[config.mk]
export PLATFORM = sky130hd
export DESIGN_NAME = left_to_right_expression_evaluator
export DESIGN_NICKNAME = d
export VERILOG_FILES = /design/src/rtl/lrev_pkg.sv /design/src/rtl/left_to_right_expression_evaluator.sv /design/src/rtl/lrev_ctrl.sv /design/src/rtl/lrev_dp.sv
export SDC_FILE = /design/constraint.sdc
export NUM_CORES = 2
export LEC_CHECK = 0
export BUFFER_PORTS_ARGS = -buffer_cell sky130_fd_sc_hd__buf_2
export CORE_MARGIN = 2
export CORE_UTILIZATION = 48
export CTS_CLUSTER_DIAMETER = 30
export DETAILED_ROUTE_END_ITERATION = 10
export SETUP_SLACK_MARGIN = 0.15
export SYNTH_ARGS = -nofsm -noshare
export SYNTH_HDL_FRONTEND = slang
export SYNTH_HIERARCHICAL = 1
export SYNTH_SLANG_ARGS = --single-unit
[constraint.sdc]
create_clock -name clk -period 23 [get_ports clk]
set_clock_uncertainty 0.1 [all_clocks]
set_input_delay 3.45 -clock clk [delete_from_list [all_inputs] [get_ports clk]]
set_output_delay 3.45 -clock clk [all_outputs]
set_load 0.01 [all_outputs]
[src/rtl/lrev_pkg.sv]
// Package for the left-to-right expression evaluator.
// Holds the symbol codes, the operator kinds, the FSM states and the
// command and status structs between controller and datapath. No dependencies.
package lrev_pkg;

  localparam int DATA_W = 32;
  localparam int SYM_W  = 8;
  localparam int CNT_W  = $clog2(DATA_W);

  localparam logic [SYM_W-1:0] SYM_TERM  = 8'h00;
  localparam logic [SYM_W-1:0] SYM_PLUS  = 8'h2B;
  localparam logic [SYM_W-1:0] SYM_MINUS = 8'h2D;
  localparam logic [SYM_W-1:0] SYM_TIMES = 8'h2A;
  localparam logic [SYM_W-1:0] SYM_DIV   = 8'h2F;
  localparam logic [SYM_W-1:0] SYM_ZERO  = 8'h30;
  localparam logic [SYM_W-1:0] SYM_NINE  = 8'h39;

  typedef enum logic [2:0] {
    OPK_ADD,
    OPK_SUB,
    OPK_MUL,
    OPK_DIV,
    OPK_NOP
  } opk_t;

  typedef enum logic [2:0] {
    ST_IDLE,
    ST_APPLY,
    ST_DIV,
    ST_DIV_FIX,
    ST_FINISH,
    ST_POST
  } state_t;

  typedef struct packed {
    logic lead;      // leading minus: set pending operator only
    logic digit;     // fold a digit into the operand
    logic capture;   // latch an operator or terminator beat
    logic apply;     // apply +, -, * or load the divider
    logic div_step;  // one restoring division step
    logic div_fix;   // sign correction, quotient into accumulator
    logic finish;    // install the new operator, clear the operand
    logic post;      // load the output register and clear the state
  } ctrl_cmd_t;

  typedef struct packed {
    logic is_term;
    logic is_digit;
    logic lead_minus;
    logic digit_seen;
    logic term_pending;
    logic div_zero;
    logic div_last;
    opk_t op_kind;
  } dp_status_t;

endpackage

[src/rtl/left_to_right_expression_evaluator.sv]
// Top level of the left-to-right expression evaluator.
// Joins the controller (lrev_ctrl) and the datapath (lrev_dp); uses lrev_pkg.
//
//   Channel  Ports                          Beat carries
//   input    in_valid, in_ready, in_symbol  one ASCII symbol, zero ends the expression
//   output   out_valid, out_ready,          the signed 32-bit value of one expression
//            out_result_value
//
// A digit beat or a leading minus is taken in the idle state alone. An operator
// beat for +, - and * and for unknown operators passes accept, apply and finish;
// the division operator adds the bit-serial divider, which retires one quotient bit
// per cycle over 32 steps, and a sign fix before finish. A terminator adds a post
// step, plus the apply of the pending operator when a digit came since the last one.
// Reset is synchronous and active low; it empties the output register and returns
// the evaluator to the start of an expression. The result sits in an output
// register, so symbols keep flowing while it waits; only a second finished
// result stalls the input until the first one is taken.
module left_to_right_expression_evaluator
  import lrev_pkg::*;
(
  input  logic                     clk,
  input  logic                     rst_n,
  input  logic                     in_valid,
  output logic                     in_ready,
  input  logic [SYM_W-1:0]         in_symbol,
  output logic                     out_valid,
  input  logic                     out_ready,
  output logic signed [DATA_W-1:0] out_result_value
);

  ctrl_cmd_t         cmd;
  dp_status_t        status;
  logic [DATA_W-1:0] result_bits;

  // The controller owns the handshakes and sequences every multi-cycle step.
  lrev_ctrl u_ctrl (
    .clk       (clk),
    .rst_n     (rst_n),
    .in_valid  (in_valid),
    .in_ready  (in_ready),
    .out_valid (out_valid),
    .out_ready (out_ready),
    .status    (status),
    .cmd       (cmd)
  );

  // The datapath holds the expression state, the arithmetic and the result.
  lrev_dp u_dp (
    .clk              (clk),
    .rst_n            (rst_n),
    .in_symbol        (in_symbol),
    .cmd              (cmd),
    .status           (status),
    .out_result_value (result_bits)
  );

  assign out_result_value = signed'(result_bits);

endmodule

[src/rtl/lrev_ctrl.sv]
// Controller state machine of the expression evaluator.
// Sequences symbol beats, operator application, division and result posting.
// Depends on lrev_pkg.
module lrev_ctrl
  import lrev_pkg::*;
(
  input  logic       clk,
  input  logic       rst_n,
  input  logic       in_valid,
  output logic       in_ready,
  output logic       out_valid,
  input  logic       out_ready,
  input  dp_status_t status,
  output ctrl_cmd_t  cmd
);

  state_t state_r, state_nxt;
  logic   out_valid_r, out_valid_nxt;

  always_ff @(posedge clk) begin
    if (!rst_n) begin
      state_r     <= ST_IDLE;
      out_valid_r <= 1'b0;
    end else begin
      state_r     <= state_nxt;
      out_valid_r <= out_valid_nxt;
    end
  end

  always_comb begin
    state_nxt     = state_r;
    cmd           = '0;
    in_ready      = 1'b0;
    out_valid_nxt = out_valid_r && !out_ready;
    unique case (state_r)
      ST_IDLE: begin
        in_ready = 1'b1;
        if (in_valid) begin
          if (status.is_term) begin
            cmd.capture = 1'b1;
            state_nxt   = status.digit_seen ? ST_APPLY : ST_POST;
          end else if (status.lead_minus) begin
            cmd.lead = 1'b1;
          end else if (status.is_digit) begin
            cmd.digit = 1'b1;
          end else begin
            cmd.capture = 1'b1;
            state_nxt   = ST_APPLY;
          end
        end
      end
      ST_APPLY: begin
        cmd.apply = 1'b1;
        if (status.op_kind == OPK_DIV && !status.div_zero) begin
          state_nxt = ST_DIV;
        end else begin
          state_nxt = ST_FINISH;
        end
      end
      ST_DIV: begin
        cmd.div_step = 1'b1;
        if (status.div_last) begin
          state_nxt = ST_DIV_FIX;
        end
      end
      ST_DIV_FIX: begin
        cmd.div_fix = 1'b1;
        state_nxt   = ST_FINISH;
      end
      ST_FINISH: begin
        if (status.term_pending) begin
          state_nxt = ST_POST;
        end else begin
          cmd.finish = 1'b1;
          state_nxt  = ST_IDLE;
        end
      end
      ST_POST: begin
        if (!out_valid_r || out_ready) begin
          cmd.post      = 1'b1;
          out_valid_nxt = 1'b1;
          state_nxt     = ST_IDLE;
        end
      end
      default: begin
        state_nxt = ST_IDLE;
      end
    endcase
  end

  assign out_valid = out_valid_r;

endmodule

[src/rtl/lrev_dp.sv]
// Datapath of the expression evaluator: accumulator, operand, pending
// operator, one multiplier, a bit-serial restoring divider and the output register.
// Depends on lrev_pkg.
module lrev_dp
  import lrev_pkg::*;
(
  input  logic              clk,
  input  logic              rst_n,
  input  logic [SYM_W-1:0]  in_symbol,
  input  ctrl_cmd_t         cmd,
  output dp_status_t        status,
  output logic [DATA_W-1:0] out_result_value
);

  logic [DATA_W-1:0] acc_r, acc_nxt;
  logic [DATA_W-1:0] opnd_r, opnd_nxt;
  logic [SYM_W-1:0]  op_r, op_nxt;
  logic [SYM_W-1:0]  new_op_r, new_op_nxt;
  logic              start_r, start_nxt;
  logic              dig_r, dig_nxt;
  logic              term_r, term_nxt;
  logic [DATA_W-1:0] rem_r, rem_nxt;
  logic [DATA_W-1:0] quo_r, quo_nxt;
  logic [DATA_W-1:0] dvs_r, dvs_nxt;
  logic [CNT_W-1:0]  cnt_r, cnt_nxt;
  logic              neg_r, neg_nxt;
  logic [DATA_W-1:0] res_r, res_nxt;

  opk_t              op_kind;
  logic [DATA_W-1:0] product;
  logic [DATA_W-1:0] opnd_x10;
  logic [3:0]        digit_val;
  logic [DATA_W:0]   shifted;
  logic [DATA_W:0]   diff;
  logic              acc_neg;
  logic              opnd_neg;

  always_comb begin
    unique case (op_r)
      SYM_PLUS:  op_kind = OPK_ADD;
      SYM_MINUS: op_kind = OPK_SUB;
      SYM_TIMES: op_kind = OPK_MUL;
      SYM_DIV:   op_kind = OPK_DIV;
      default:   op_kind = OPK_NOP;
    endcase
  end

  assign status.is_term      = (in_symbol == SYM_TERM);
  assign status.is_digit     = (in_symbol >= SYM_ZERO) && (in_symbol <= SYM_NINE);
  assign status.lead_minus   = start_r && (in_symbol == SYM_MINUS);
  assign status.digit_seen   = dig_r;
  assign status.term_pending = term_r;
  assign status.div_zero     = (opnd_r == '0);
  assign status.div_last     = (cnt_r == CNT_W'(DATA_W - 1));
  assign status.op_kind      = op_kind;

  assign digit_val = 4'(in_symbol - SYM_ZERO);
  assign opnd_x10  = {opnd_r[DATA_W-4:0], 3'b000} + {opnd_r[DATA_W-2:0], 1'b0};
  assign product   = acc_r * opnd_r;
  assign acc_neg   = acc_r[DATA_W-1];
  assign opnd_neg  = opnd_r[DATA_W-1];
  assign shifted   = {rem_r, quo_r[DATA_W-1]};
  assign diff      = shifted - {1'b0, dvs_r};

  always_comb begin
    acc_nxt    = acc_r;
    opnd_nxt   = opnd_r;
    op_nxt     = op_r;
    new_op_nxt = new_op_r;
    start_nxt  = start_r;
    dig_nxt    = dig_r;
    term_nxt   = term_r;
    rem_nxt    = rem_r;
    quo_nxt    = quo_r;
    dvs_nxt    = dvs_r;
    cnt_nxt    = cnt_r;
    neg_nxt    = neg_r;
    res_nxt    = res_r;

    if (cmd.lead) begin
      op_nxt    = SYM_MINUS;
      start_nxt = 1'b0;
    end
    if (cmd.digit) begin
      opnd_nxt  = opnd_x10 + DATA_W'(digit_val);
      dig_nxt   = 1'b1;
      start_nxt = 1'b0;
    end
    if (cmd.capture) begin
      new_op_nxt = in_symbol;
      term_nxt   = status.is_term;
      start_nxt  = 1'b0;
    end
    if (cmd.apply) begin
      case (op_kind)
        OPK_ADD: acc_nxt = acc_r + opnd_r;
        OPK_SUB: acc_nxt = acc_r - opnd_r;
        OPK_MUL: acc_nxt = product;
        OPK_DIV: begin
          rem_nxt = '0;
          quo_nxt = acc_neg ? -acc_r : acc_r;
          dvs_nxt = opnd_neg ? -opnd_r : opnd_r;
          neg_nxt = acc_neg ^ opnd_neg;
          cnt_nxt = '0;
        end
        default: acc_nxt = acc_r;
      endcase
    end
    if (cmd.div_step) begin
      cnt_nxt = cnt_r + CNT_W'(1);
      if (!diff[DATA_W]) begin
        rem_nxt = diff[DATA_W-1:0];
        quo_nxt = {quo_r[DATA_W-2:0], 1'b1};
      end else begin
        rem_nxt = shifted[DATA_W-1:0];
        quo_nxt = {quo_r[DATA_W-2:0], 1'b0};
      end
    end
    if (cmd.div_fix) begin
      acc_nxt = neg_r ? -quo_r : quo_r;
    end
    if (cmd.finish) begin
      op_nxt   = new_op_r;
      opnd_nxt = '0;
      dig_nxt  = 1'b0;
    end
    if (cmd.post) begin
      res_nxt   = acc_r;
      acc_nxt   = '0;
      opnd_nxt  = '0;
      op_nxt    = SYM_PLUS;
      start_nxt = 1'b1;
      dig_nxt   = 1'b0;
      term_nxt  = 1'b0;
    end
  end

  always_ff @(posedge clk) begin
    if (!rst_n) begin
      acc_r   <= '0;
      opnd_r  <= '0;
      op_r    <= SYM_PLUS;
      start_r <= 1'b1;
      dig_r   <= 1'b0;
      term_r  <= 1'b0;
    end else begin
      acc_r   <= acc_nxt;
      opnd_r  <= opnd_nxt;
      op_r    <= op_nxt;
      start_r <= start_nxt;
      dig_r   <= dig_nxt;
      term_r  <= term_nxt;
    end
  end

  always_ff @(posedge clk) begin
    new_op_r <= new_op_nxt;
    rem_r    <= rem_nxt;
    quo_r    <= quo_nxt;
    dvs_r    <= dvs_nxt;
    cnt_r    <= cnt_nxt;
    neg_r    <= neg_nxt;
    res_r    <= res_nxt;
  end

  assign out_result_value = res_r;

endmodule

# After elaboration in Yosys (flattened, before gate mapping)
# Cells that the tools add are included.
op_classes:
  muxes: 51
  n_mul: 1
  n_eq_ne: 19
  bitwise_logic: 2
  div: 0
  add_sub_neg: 10
  n_shift: 0
  order_cmp: 2
  reduce_logical: 24
op_table:
  columns: ["cell", "count"]
  rows:
  - ["$mux 32", 11]
  - ["$neg 32->32", 3]
  - ["$pmux 32 s3", 1]
  - ["$add 32x32->32", 2]
  - ["$eq 8x6->1 const B", 5]
  - ["$mux 3", 11]
  - ["$sub 33x32->33", 1]
  - ["$add 32x4->32", 1]
  - ["$logic_not 32->1", 1]
  - ["$mul 32x32->32", 1]
  - ["$sub 32x32->32", 1]
  - ["$mux 31", 1]
  - ["$mux 1", 18]
  - ["$pmux 3 s6", 1]
  - ["$mux 8", 2]
  - ["$mux 5", 3]
  - ["$eq 3x2->1 const B", 4]
  - ["$pmux 3 s4", 1]
  - ["$ge 8x6->1 const B", 1]
  - ["$le 8x6->1 const B", 1]
  - ["$logic_not 8->1", 1]
  - ["$reduce_bool 2->1", 4]
  - ["$eq 3x1->1 const B", 2]
  - ["$eq 3x3->1 const B", 2]
  - ["19 further kinds", 30]
totals:
  mem_count: 0
  ff_bits: 221
  elab_cells: 125
  out_inout_bits: 34
  mem_bits_rw: 0
  input_bits: 12
  latch_bits: 0
  romBits: 0

# Depth between registers and ports, before layout
depth:
  depth_word: 10
  mapped_depth: 30
  depth_no_buf: 26

# By module
# The synthesis kept the hierarchy.
by_module_without_submodules:
  columns: ["module", "cells_each", "n_inst", "area_each_um2", "seq_area_each_um2"]
  rows:
  - ["lrev_dp", 3516, 1, 31526.5, 5765.5]
  - ["lrev_ctrl", 41, 1, 340.3, 80.1]

# Least setup slack after synthesis
# No wires, ideal clock.
synth_timing:
  path_type: "reg2reg"
  startpoint: "register u_dp.opnd_r[6]"
  endpoint: "register u_dp.acc_r[31]"
  path_buffers: 2
  path_slack_ps: 15419
  synth_period_minus_slack_ps: 7581
  stages_incl_launch_ff: 27
  setup_time_ps: 117
  required_ps: 22783
  arrival_time_ps: 7364
  cell_sequence: "dfxtp_1 -> clkbuf_1 -> clkbuf_1 -> and2_1 -> fa_1 -> fa_1 -> fa_1 -> inv_1 -> fa_1 -> inv_1 -> fa_1 -> inv_1 -> fa_1 -> inv_1 -> fa_1 -> fa_1 -> ha_1 -> and4_1 -> a221oi_1 -> nand2_1 -> o21a_1 -> o41ai_1 -> a21oi_1 -> a31oi_1 -> xnor2_1 -> nor3_1 -> o21ai_1"
synth_via:
  elab_chain_cells: 4
  word_cells_on_any_way: 6
  classes_between: "add/sub (2); mul (1); mux (3)"
synth_lines:
  columns: ["item", "line", "rtl"]
  rows:
  - ["from (decl)", "lrev_dp.sv:16", "logic [DATA_W-1:0] opnd_r, opnd_nxt;"]
  - ["from (signal assigned)", "lrev_dp.sv:148", "opnd_r <= opnd_nxt;"]
  - ["$mul 32x32->32 (tied with other cells)", "lrev_dp.sv:59", "assign product = acc_r * opnd_r;"]
  - ["$pmux 32 s3 (*)", "lrev_dp.sv:95", "case (op_kind)"]
  - ["$mux 32 (*)", "lrev_dp.sv:94", "if (cmd.apply) begin"]
  - ["$mux 32 (*)", "lrev_dp.sv:119", "if (cmd.div_fix) begin"]
  - ["to (signal assigned)", "lrev_dp.sv:147", "acc_r <= acc_nxt;"]
  - ["to (decl)", "lrev_dp.sv:15", "logic [DATA_W-1:0] acc_r, acc_nxt;"]
# Mark *: on every way between the ends. The rest lies on a longest branch, timed or not. The select of a mux whose other input is x is not followed.
# A chain may end at the register's enable or synchronous reset.

# Worst setup path in the final report
layout_timing:
  startpoint: "register u_dp.opnd_r[10]"
  endpoint: "register u_dp.acc_r[31]"
# The elaborated chain is that of the path after synthesis.

==> impl_results.rst <==
.. list-table::
   :header-rows: 1

   * - Metric
     - Value
   * - Run status
     - finished, final reports clean
   * - Required time of the critical path
     - roughly 23 ns
   * - Longest Clk Path Bufs
     - 3
   * - Length of the first detailed-routing pass in iterations
     - 6
   * - Final Routed Wirelength
     - approximately 100000 microns
   * - Most used flip-flop cell after synthesis
     - sky130_fd_sc_hd__edfxtp_1
   * - Tightest Pin Transition
     - ~1.2 ns
   * - Initial DRC count
     - approximately 2.1k
   * - Later-pin clock latency in the skew report
     - between 0.6 and 0.7 ns
   * - Slew HR
     - between 15 and 20%
   * - Number of nets with antenna violations after detailed routing
     - 0
   * - Via density
     - ~5.7
   * - Reg2Reg Capture Point
     - u_dp/acc_r[31]
   * - Fraction of layout instances using a drive strength above 1
     - 7.210%
   * - Remaining routing DRC violations
     - 0
   * - Global-route congestion overflow total
     - 0
   * - Unique cell type count in the Yosys netlist
     - between 70 and 80
   * - CTS buffer count
     - slightly below 70
   * - CP Buf/Inv Count
     - 6
   * - Ratio of final minimum period to clock period
     - between 30% and 40%
   * - Die ar.
     - a little under 0.07 sq mm
   * - Via count
     - 25.67k
   * - Library cell contributing the largest single delay on the critical path
     - sky130_fd_sc_hd__dfxtp_1
   * - Crit-path most repeated cell
     - sky130_fd_sc_hd__fa_1
   * - Mapped Area
     - 0.03187 sq mm
   * - Synth Area per Inst
     - roughly 9.0 sq um
   * - Horizontal die dimension
     - approximately 260 microns
   * - Proportion of power drawn by the clock network
     - 41.1%
   * - CP max stage delay
     - 0.80 ns
   * - I/O pin count
     - between 40 and 50
   * - Leading cell type by number of instances after synthesis
     - sky130_fd_sc_hd__inv_1
   * - Maximum fanout encountered on the critical timing path
     - 15
   * - Height of the die
     - around 260 microns
   * - Element type at the critical path end
     - flop
   * - GRT Util Overall
     - a little under a third
   * - Crit path max-delay family
     - adder cells
   * - Worst endpoint data arrival time
     - about 8.8 ns
   * - Initial standard-cell utilization of the core
     - roughly 48%
   * - Synthesis warning total
     - 6
   * - Instance count of the mapped netlist
     - 3557
   * - Fraction of power consumed by sequential logic
     - between 20% and 30%
   * - Category of the most critical setup path
     - reg -> reg
   * - Final #Nets
     - 4224
   * - Standby leakage power
     - 0.01608 uW
   * - Cell chosen for the clock root
     - sky130_fd_sc_hd__clkbuf_16
   * - Syn-to-layout area delta
     - 11.01%
   * - Total nets after synthesis
     - ~4.2k
   * - EDFF count, synth
     - 142
   * - Final Max Tran Viols
     - 0
   * - Flip-flop and latch count after synthesis
     - ~220
   * - Total number of clock tree sinks
     - 221
   * - Quantity of hold-fixing buffers added after cts
     - 0
   * - CTS H-tree depth
     - 3
   * - Max-capacitance violation count
     - 0
   * - Clock transition at the registers of the reported paths
     - ~0.050 ns
   * - Placer's final routability congestion estimate
     - about 0.98
   * - Total internal power
     - between 1000 and 1500 uW
   * - HPWL reported at the end of detailed placement
     - ~75000 microns
   * - Share of power burned in combinational logic
     - between 30% and 40%
   * - Total power consumption of the routed design
     - about 2300 uW
   * - Setup Buffers After CTS
     - 0
   * - Hold-critical path endpoint
     - u_dp/start_r
   * - Kind of launch point of the worst setup path
     - flop
   * - Via count of the first global-routing pass
     - approximately 27k
   * - Async S/R FF share, synth
     - 0%
   * - Core Area
     - between 0.06 and 0.07 sq mm
   * - Routed length per instance
     - around 22 microns
   * - Highest clock rate
     - between 100 and 150 MHz
   * - Proportion of total power due to net switching
     - about two fifths
   * - Register-to-register path setup slack
     - ~15 ns
   * - Worst reg2reg path startpoint
     - u_dp/opnd_r[10]
   * - Count of port buffers added during placement
     - 45
   * - Resized Gates After CTS
     - 0
   * - Setup slack after placement
     - 14.73 ns
   * - Final TNS setup
     - 0 ns
   * - Worst setup margin
     - around 15 ns
   * - Worst hold path depth
     - 2
   * - Final setup viols
     - 0
   * - Type of the tightest min-delay check
     - reg -> reg
   * - Main area contributors after synthesis
     - sky130_fd_sc_hd__fa_1 26%, sky130_fd_sc_hd__edfxtp_1 13%, sky130_fd_sc_hd__ha_1 9.8%, sky130_fd_sc_hd__and2_1 6.2%, sky130_fd_sc_hd__inv_1 5.4%
   * - Cell types with the highest counts after synthesis
     - 459 x sky130_fd_sc_hd__inv_1, 412 x sky130_fd_sc_hd__fa_1, 393 x sky130_fd_sc_hd__nand2_1
   * - Std cell rows
     - 94
   * - Final hold violation count
     - 0
   * - Switching power
     - slightly above 900 uW
   * - Number of antenna violations at the first check in global routing
     - 2
   * - Sequential-to-total area share from yosys stat
     - a little under a fifth
   * - Largest net degree at the start of global routing
     - 70
   * - First-pass GRT wire length
     - between 150000 and 200000 microns
   * - Setup repair after global routing missed its margin
     - false
   * - Post-synth top area share
     - around a quarter
   * - Tmin final
     - around 8.4 ns
   * - Power density over the cells
     - roughly 66 mW/mm^2
   * - FF-to-FF path depth
     - 26
   * - Clock tree from TritonCTS
     - done
   * - Source of the worst hold timing path
     - u_dp/start_r
   * - IR drop worst, VDD
     - between 50 and 60 uV
   * - Library cell with the largest summed area after synthesis
     - sky130_fd_sc_hd__fa_1
==> state kept, by name, indices dropped and copies added, names as in the netlist <==
signal	cells
u_ctrl/state_r	3
u_dp/acc_r	32
u_dp/quo_r	32
u_dp/opnd_r	32
u_dp/rem_r	32
u_dp/op_r	8
u_dp/dig_r	1
u_dp/new_op_r	8
u_dp/out_result_value	32
u_dp/dvs_r	32
u_dp/neg_r	1
u_ctrl/out_valid	1
u_dp/cnt_r	5
u_dp/start_r	1
u_dp/term_r	1
==> worst max path at each step <==
stage,startpoint,to,slack (ns),depth (start not counted)
finish,u_dp/opnd_r[10],u_dp/acc_r[31],14.62,26
global route,u_dp/opnd_r[10],u_dp/acc_r[31],14.12,26
CTS,u_dp/opnd_r[10],u_dp/acc_r[31],14.68,26
detailed placement,u_dp/opnd_r[10],u_dp/acc_r[31],14.73,26
global placement,u_dp/opnd_r[10],u_dp/acc_r[31],14.85,26
floorplan,u_dp/opnd_r[6],u_dp/acc_r[31],15.42,26
==> power groups by stage <==
stage | combinational [uW] | clock (uW) | sequential [uW]
5_1_grt | 928 | 999 | 514
2_1_floorplan | 552 | 0 | 492
6_report | 867 | 960 | 510
3_5_place_dp | 845 | 0 | 516
3_3_place_gp | 836 | 0 | 514
4_1_cts | 848 | 974 | 510
==> through the flow <==
stage          cells  instance area [sq um]  util, %  hold WS [ns]
4_1_cts         4470                  35370    53.80        0.3662
3_5_place_dp    4343                  33030    50.23        0.3594
6_report        4472                  35380    53.81        0.3623
5_1_grt         4470                  35370    53.80        0.3920
3_3_place_gp    4343                  33030    50.23        0.3489
2_1_floorplan   3557                  31870        -        0.3064
==> area by class of cell <==
| type | count | area (sq um) |
|---|---|---|
| fill | 5953 | 30370 |
| multi-input combinational | 2674 | 23550 |
| sequential | 221 | 5847 |
| clock buffer | 84 | 1823 |
| inverter | 459 | 1723 |
| tap | 864 | 1081 |
| timing repair buffer | 125 | 825.8 |
| clock inverter | 43 | 521.8 |
| antenna | 2 | 5.005 |
==> worst register-to-register path, cell delays in order, from the launching register on <==
cell and delay, ns:
sky130_fd_sc_hd__dfxtp_1 0.80, sky130_fd_sc_hd__buf_4 0.35, sky130_fd_sc_hd__nand2_1 0.10, sky130_fd_sc_hd__fa_1 0.39, sky130_fd_sc_hd__inv_1 0.08, sky130_fd_sc_hd__fa_1 0.43, sky130_fd_sc_hd__fa_1 0.52, sky130_fd_sc_hd__inv_1 0.05
sky130_fd_sc_hd__fa_1 0.47, sky130_fd_sc_hd__inv_1 0.05, sky130_fd_sc_hd__fa_1 0.50, sky130_fd_sc_hd__inv_1 0.06, sky130_fd_sc_hd__fa_1 0.53, sky130_fd_sc_hd__inv_1 0.05, sky130_fd_sc_hd__fa_1 0.49, sky130_fd_sc_hd__fa_1 0.41
sky130_fd_sc_hd__ha_1 0.37, sky130_fd_sc_hd__and4_1 0.26, sky130_fd_sc_hd__a221oi_1 0.38, sky130_fd_sc_hd__nand2_1 0.10, sky130_fd_sc_hd__o21a_1 0.21, sky130_fd_sc_hd__o41ai_1 0.75, sky130_fd_sc_hd__a21oi_1 0.21, sky130_fd_sc_hd__a31oi_1 0.25
sky130_fd_sc_hd__xnor2_1 0.09, sky130_fd_sc_hd__nor3_1 0.17, sky130_fd_sc_hd__o21ai_1 0.09
==> layout by cell type (no fill, tap or decap), types with 13 or more instances in the layout <==
cell,synthesis,routed
sky130_fd_sc_hd__a211oi_1,46,46
sky130_fd_sc_hd__a21o_1,50,50
sky130_fd_sc_hd__a21oi_1,125,125
sky130_fd_sc_hd__a31oi_1,18,18
sky130_fd_sc_hd__and2_1,315,315
sky130_fd_sc_hd__and3_1,17,17
sky130_fd_sc_hd__buf_2,7,45
sky130_fd_sc_hd__buf_4,3,80
sky130_fd_sc_hd__clkbuf_16,0,69
sky130_fd_sc_hd__dfxtp_1,79,78
sky130_fd_sc_hd__edfxtp_1,142,142
sky130_fd_sc_hd__fa_1,412,412
sky130_fd_sc_hd__ha_1,250,250
sky130_fd_sc_hd__inv_1,459,459
sky130_fd_sc_hd__mux2i_1,45,45
sky130_fd_sc_hd__nand2_1,393,393
sky130_fd_sc_hd__nand2b_1,21,21
sky130_fd_sc_hd__nand3_1,31,31
sky130_fd_sc_hd__nand3b_1,13,13
sky130_fd_sc_hd__nor2_1,182,179
sky130_fd_sc_hd__nor2b_1,23,23
sky130_fd_sc_hd__nor3_1,37,37
sky130_fd_sc_hd__o211ai_1,17,17
sky130_fd_sc_hd__o21a_1,24,24
sky130_fd_sc_hd__o21ai_0,143,142
sky130_fd_sc_hd__o21bai_1,14,14
sky130_fd_sc_hd__o31ai_1,33,33
sky130_fd_sc_hd__o41ai_1,17,17
sky130_fd_sc_hd__or3_1,15,15
sky130_fd_sc_hd__or4_1,15,15
sky130_fd_sc_hd__xnor2_1,146,146
sky130_fd_sc_hd__xor2_1,127,127
==> logic make-up after synthesis <==
family / synth area share, %
adder cells (fa/ha/maj): 35.70
multiplexers: 1.484
buffers and inverters: 7.884
flip-flops: 18.34
AND/OR/NAND/NOR: 17.84
XOR/XNOR: 7.503
AO/OA/AOI/OAI: 11.25
==> per-layer routing <==
metal / vias to the layer above / wire length (microns) / global-route usage [%]
met5: - / 27 / 0
met4: 4 / 4252 / 12.83
met3: 230 / 6251 / 3.646
met2: 953 / 46080 / 48.28
met1: 12850 / 43350 / 41.64
li1: 11630 / - / -
No activity file was read; power rests on OpenSTA's default activity.
